===== config.mk =====
export PLATFORM = sky130hd
export DESIGN_NAME = tgbs_sweep
export DESIGN_NICKNAME = d
export VERILOG_FILES = /design/src/rtl/tgbs_pkg.sv /design/src/rtl/tgbs_sweep.sv
export SDC_FILE = /design/constraint.sdc
export NUM_CORES = 1
export LEC_CHECK = 0
export CAP_MARGIN = 20
export CORE_AREA = 4 4 61 118
export DETAILED_ROUTE_END_ITERATION = 10
export DIE_AREA = 0 0 65 122
export DONT_BUFFER_PORTS = 1
export PLACE_DENSITY = 0.73
export SYNTH_ARGS = -nofsm -noshare
export SYNTH_HDL_FRONTEND = slang
export SYNTH_SLANG_ARGS = --single-unit

===== constraint.sdc =====
create_clock -name clock -period 4.4 [get_ports clock]
set_input_delay 0.88 -clock clock [delete_from_list [all_inputs] [get_ports clock]]
set_output_delay 0.88 -clock clock [all_outputs]
set_load 0.005 [all_outputs]

===== src/rtl/tgbs_pkg.sv =====
// Shared types and constants for the text grid buffer with scroll.
// No dependencies.
package tgbs_pkg;

   typedef enum logic [1:0] {
      OP_WRITE  = 2'd0,
      OP_READ   = 2'd1,
      OP_CLEAR  = 2'd2,
      OP_SCROLL = 2'd3
   } tgbs_op_type;

   localparam logic [0:0] CSR_FILL_ADDR = 1'b0;

   // Request beat layout, lowest bit first.
   localparam int REQ_TDATA_W = 48;

   // Sweep start request.
   typedef struct packed {
      logic              valid;
      logic              scroll;
      logic signed [7:0] shift_rows;
      logic signed [7:0] shift_cols;
   } tgbs_start_type;

   // Per-cycle sweep status toward the grid memory.
   typedef struct packed {
      logic busy;
      logic valid;
      logic use_src;
   } tgbs_step_type;

endpackage


===== src/rtl/tgbs_sweep.sv =====
// Address sequencer for clear, scroll and the post-reset clearing pass.
// Depends on tgbs_pkg.
module tgbs_sweep #(
   parameter int COLS = 64,
   parameter int ROWS = 32
) (
   input  logic                                           clock,
   input  logic                                           reset,
   input  tgbs_pkg::tgbs_start_type                       start,
   output tgbs_pkg::tgbs_step_type                        step,
   output logic [((COLS*ROWS) > 1 ? $clog2(COLS*ROWS) : 1)-1:0] step_dest,
   output logic [((COLS*ROWS) > 1 ? $clog2(COLS*ROWS) : 1)-1:0] step_src
);

   localparam int Cells = COLS * ROWS;
   localparam int AW    = (Cells > 1) ? $clog2(Cells) : 1;
   localparam int XW    = (COLS > 1) ? $clog2(COLS) : 1;
   localparam int YW    = (ROWS > 1) ? $clog2(ROWS) : 1;
   localparam logic signed [9:0] ColsS = 10'(COLS);
   localparam logic signed [9:0] RowsS = 10'(ROWS);

   typedef enum logic [1:0] {
      SW_IDLE = 2'b01,
      SW_RUN  = 2'b10
   } sw_state_type;

   sw_state_type       state_ff, state_in;
   logic [XW-1:0]      x_ff, x_in;
   logic [YW-1:0]      y_ff, y_in;
   logic [AW-1:0]      addr_ff, addr_in;
   logic               down_ff, down_in;
   logic               scroll_ff, scroll_in;
   logic signed [7:0]  sr_ff, sr_in;
   logic signed [7:0]  sc_ff, sc_in;
   logic signed [17:0] d_ff, d_in;

   logic signed [9:0]  sx, sy;
   logic signed [17:0] src_s;
   logic signed [17:0] d_start;
   logic               in_range, last;

   // source cell coordinates and linear address
   assign sx       = $signed(10'(x_ff)) + 10'(sc_ff);
   assign sy       = $signed(10'(y_ff)) + 10'(sr_ff);
   assign in_range = scroll_ff && (sx >= 0) && (sx < ColsS) && (sy >= 0) && (sy < RowsS);
   assign src_s    = $signed(18'(addr_ff)) + d_ff;
   assign last     = down_ff ? (addr_ff == '0) : (addr_ff == AW'(Cells - 1));
   assign d_start  = 18'(start.shift_cols) + 18'(start.shift_rows) * 18'(COLS);

   assign step.busy    = (state_ff == SW_RUN);
   assign step.valid   = (state_ff == SW_RUN);
   assign step.use_src = in_range;
   assign step_dest    = addr_ff;
   assign step_src     = src_s[AW-1:0];

   always_comb begin
      state_in  = state_ff;
      x_in      = x_ff;
      y_in      = y_ff;
      addr_in   = addr_ff;
      down_in   = down_ff;
      scroll_in = scroll_ff;
      sr_in     = sr_ff;
      sc_in     = sc_ff;
      d_in      = d_ff;
      unique case (state_ff)
         SW_IDLE: begin
            if (start.valid) begin
               state_in  = SW_RUN;
               scroll_in = start.scroll;
               sr_in     = start.shift_rows;
               sc_in     = start.shift_cols;
               d_in      = d_start;
               // source ahead of destination: walk upward, else downward
               down_in   = !(d_start > 0);
               if (d_start > 0) begin
                  x_in    = '0;
                  y_in    = '0;
                  addr_in = '0;
               end else begin
                  x_in    = XW'(COLS - 1);
                  y_in    = YW'(ROWS - 1);
                  addr_in = AW'(Cells - 1);
               end
            end
         end
         SW_RUN: begin
            if (last) begin
               state_in = SW_IDLE;
            end
            if (!down_ff) begin
               addr_in = addr_ff + AW'(1);
               if (x_ff == XW'(COLS - 1)) begin
                  x_in = '0;
                  y_in = y_ff + YW'(1);
               end else begin
                  x_in = x_ff + XW'(1);
               end
            end else begin
               addr_in = addr_ff - AW'(1);
               if (x_ff == '0) begin
                  x_in = XW'(COLS - 1);
                  y_in = y_ff - YW'(1);
               end else begin
                  x_in = x_ff - XW'(1);
               end
            end
         end
         default: state_in = SW_IDLE;
      endcase
   end

   always_ff @(posedge clock) begin
      if (reset) begin
         // clearing pass after reset: upward fill sweep
         state_ff  <= SW_RUN;
         x_ff      <= '0;
         y_ff      <= '0;
         addr_ff   <= '0;
         down_ff   <= 1'b0;
         scroll_ff <= 1'b0;
      end else begin
         state_ff  <= state_in;
         x_ff      <= x_in;
         y_ff      <= y_in;
         addr_ff   <= addr_in;
         down_ff   <= down_in;
         scroll_ff <= scroll_in;
      end
      sr_ff <= sr_in;
      sc_ff <= sc_in;
      d_ff  <= d_in;
   end

endmodule


==> reports/summary.txt <==
=================================================================================================
Run status                                                                              completed
Slack of the critical path                                                               1.085 ns
Final period utilization                                                                   75.33%
TritonCTS buffer count                                                                          5
Total number of H-tree levels                                                                   2
CTS resizes                                                                                     0
Crit path capture type                                                                 output pin
Upper clock frequency limit                                                             301.7 MHz
Overall routed net length                                                                 9207 um
Number of distinct library cell variants in the gate-level netlist after synthesis             62
Fraction of power consumed by the clock network                                             26.7%
Worst-case hold slack                                                                   0.4531 ns
Vias per inst                                                                               6.324
Async SR Flop Fraction                                                                         0%
Via count of the first global-routing pass                                                  3,110
Register clock-pin slew on the reported worst setup and hold paths                        0.06 ns
Combined area of all synthesized cells                                                  3661 um^2
Total nets after synthesis                                                                    479
Worst min-delay path category                                                        flop to flop
Pin count of the biggest net entering global routing                                           30
CP bufs+invs                                                                                    0
RSZ-0062 raised after global routing                                                        false
Root Driver                                                                          sky130_fd_sc_hd__clkbuf_16
Die Height                                                                                 122 um
Worst stage delay on the critical path                                                    0.61 ns
Fraction of final layout cells sized beyond drive strength 1                               6.083%
Cell leakage power                                                                       1.494 nW
Number of instances in the synthesized netlist                                                413
Setup-violating endpoint count in the final report                                              0
Horiz. Die Dim                                                                              65 um
Proportion of total power due to net switching                                             35.78%
I/O pin count                                                                                  45
Synthesis-to-finish area growth                                                            5.742%
Source-to-sink clock delay at the later pin of the worst-skew pair                        0.29 ns
Multi-input gate area in the final layout                                               2355 um^2
Wire length of the first global-routing pass                                            15,320 um
TritonCTS clock tree                                                                        built
Share of total power in combinational logic                                                 31.9%
Net load switching power                                                                0.4978 mW
Crit-path leading delay family                                                       compound AO/OA/AOI/OAI gates
Total Negative Setup Slacks                                                                  0 ns
Synthesis Warnings                                                                              0
Number of maximum-capacitance constraint violations                                             0
Sequential Area                                                                         1151 um^2
Launching point of the worst reg2reg path                                            x_ff[0]$_SDFFE_PP0P_
Routability cong.                                                                          0.8941
CP cell instances                                                                    ha_1 > nor2b_1 > o21ai_0 > a21oi_1 > or4_1 > a221oi_1
Fraction of synthesized cell area taken by the top area cell type                          17.22%
Master of the slowest instance on the critical path                                  sky130_fd_sc_hd__dfxtp_1
Total half-perimeter wirelength after legalization and detailed placement                 7238 um
Headroom to the max-slew limit                                                             43.96%
Actual slew at the worst max-slew pin                                                   0.8379 ns
Buffers from clock root to sink, at most                                                        2
Fin area                                                                                3871 um^2
Count of endpoints failing hold in the final timing report                                      0
DR WL/cell                                                                               18.53 um
Internal power summed over all cells                                                    0.8934 mW
#FFs+latches synth                                                                             47
Total of buffers placed on input and output ports                                               0
Overflow left after global routing                                                              0
DR iter-0 viols                                                                               178
Fillers                                                                                       589
Mean Syn Cell Area                                                                     8.864 um^2
Total clock sinks                                                                              47
Required time at the endpoint of the critical path                                        3.52 ns
Max IR drop VDD                                                                       0.0002910 V
Via Count                                                                                   3,143
Initial core utilization                                                                   58.02%
Post-CTS setup buffer count                                                                     0
Placed cell count                                                                             489
Count of hold buffers inserted by post-cts repair                                               0
Register share of total power                                                               41.4%
Clock period minus worst slack                                                           3.315 ns
Remaining routing DRC violations                                                                0
Core area                                                                               6310 um^2
Total Die Area                                                                          7930 um^2
Post-synthesis cell type with the largest combined area                              sky130_fd_sc_hd__edfxtp_1
Total chip power                                                                         1.391 mW
Number of diodes                                                                                0
Pre-CTS worst setup slack                                                               0.9962 ns
Final net count                                                                               476
Layout Skew                                                                           0.004842 ns
Antenna Nets Post-Route                                                                         0
Global routing usage summed across all routing layers                                      25.10%
Number of slew-limit violations in the final report                                             0
Sequential element share of the synthesized area                                           31.44%
Initial DRT Pass Iterations                                                                     5
Number of flops mapped to enable cells by yosys                                                21
Row Count                                                                                      41
Startpoint of the worst setup timing path                                            x_ff[2]$_SDFFE_PP0P_
Initial antenna violation count                                                                 0
Data arrival at the endpoint of the critical path                                         2.43 ns
Count of placed standard cells in the final layout, fillers left out                          497
Final cell utilization of the core                                                         61.35%
Power per unit of standard cell area                                                 359.4 nW/um^2
Worst hold path startpoint                                                           scroll_ff$_SDFFE_PP0P_
CP Max Fanout                                                                                  13
Critical Setup Path Class                                                            flop to output pin
Dominant register cell in the synthesized netlist                                    sky130_fd_sc_hd__dfxtp_1
Post-placement cell area                                                                3730 um^2
Most common library cell in the layout ignoring fill and taps                        sky130_fd_sc_hd__nor2_1
Category of the worst setup path launch point                                                flop
Biggest area contributors in the synthesized netlist                                 sky130_fd_sc_hd__edfxtp_1, sky130_fd_sc_hd__ha_1, sky130_fd_sc_hd__dfxtp_1
Highest-count cells in the layout ignoring fill and taps                             sky130_fd_sc_hd__nor2_1, sky130_fd_sc_hd__ha_1, sky130_fd_sc_hd__dfxtp_1
=================================================================================================
-- registers in the layout, summed over array words and instances, names as in the netlist --
name / count
sc_ff: 8
d_ff: 5
state_ff: 2
sr_ff: 8
y_ff: 5
scroll_ff: 1
x_ff: 6
step_dest: 11
down_ff: 1
-- tightest hold or removal path, stage by stage, from the launching register on --
cell and delay (ns):
sky130_fd_sc_hd__dfxtp_1 0.31, sky130_fd_sc_hd__nand2_1 0.05, sky130_fd_sc_hd__a21oi_1 0.05
-- per-layer routing --
metal	wire length [um]	track usage, %	vias to the layer above	part of all wire [%]
met5	0	0	-	0
met4	423	13.64	0	4.6
met3	355	3.598	31	3.9
met2	5153	47.08	89	56
met1	3274	25.85	1483	36
li1	-	-	1540	-
-- layout make-up --
type,instances,share of cell area [%]
multi-input cells,330,60.83
flip-flops and latches,47,29.73
clock buffers,6,3.329
well taps,86,2.780
inverters,21,2.036
repair buffers,5,0.9696
clock inverters,2,0.3232
-- power by group through the flow --
stage          combinational (mW)  sequential, mW  clock [mW]
2_1_floorplan               0.370           0.543           0
5_1_grt                     0.505           0.580       0.396
4_1_cts                     0.444           0.574       0.376
3_3_place_gp                0.424           0.583           0
6_report                    0.444           0.576       0.371
3_5_place_dp                0.441           0.583           0
-- synthesized netlist by cell type (7+ instances only) --
master	n
sky130_fd_sc_hd__a211oi_1	7
sky130_fd_sc_hd__a21oi_1	25
sky130_fd_sc_hd__a221oi_1	7
sky130_fd_sc_hd__a31oi_1	8
sky130_fd_sc_hd__and3_1	10
sky130_fd_sc_hd__clkbuf_1	9
sky130_fd_sc_hd__dfxtp_1	26
sky130_fd_sc_hd__edfxtp_1	21
sky130_fd_sc_hd__ha_1	42
sky130_fd_sc_hd__inv_1	19
sky130_fd_sc_hd__nand2_1	21
sky130_fd_sc_hd__nand2b_1	7
sky130_fd_sc_hd__nand3_1	14
sky130_fd_sc_hd__nor2_1	44
sky130_fd_sc_hd__nor3_1	14
sky130_fd_sc_hd__o21ai_0	21
sky130_fd_sc_hd__xnor2_1	14
sky130_fd_sc_hd__xor2_1	7
-- kinds of logic (layout without fill, tap and decap cells) --
kind of cell               Yosys count  count (layout)  share of synthesized area, %
AOI/OAI and AO/OA                  118             118                         21.91
muxes                                3               3                        0.8544
and+or+nand+nor                    142             142                         19.99
xor gates and xnor gates            21              21                         5.024
buffers and inverters               36              34                         4.238
adders and majority gates           46              46                         16.54
DFF                                 47              47                         31.44
-- worst paths after layout --
path | to | slack (ns) | cells past startpoint
min reg2reg | scroll_ff$_SDFFE_PP0P_ | 0.45 | 2
max reg2reg | y_ff[4]$_SDFFE_PP0P_ | 1.69 | 7
max | step[0] | 1.09 | 6
min | scroll_ff$_SDFFE_PP0P_ | 0.45 | 2
Power figures use the tool's default switching activity.
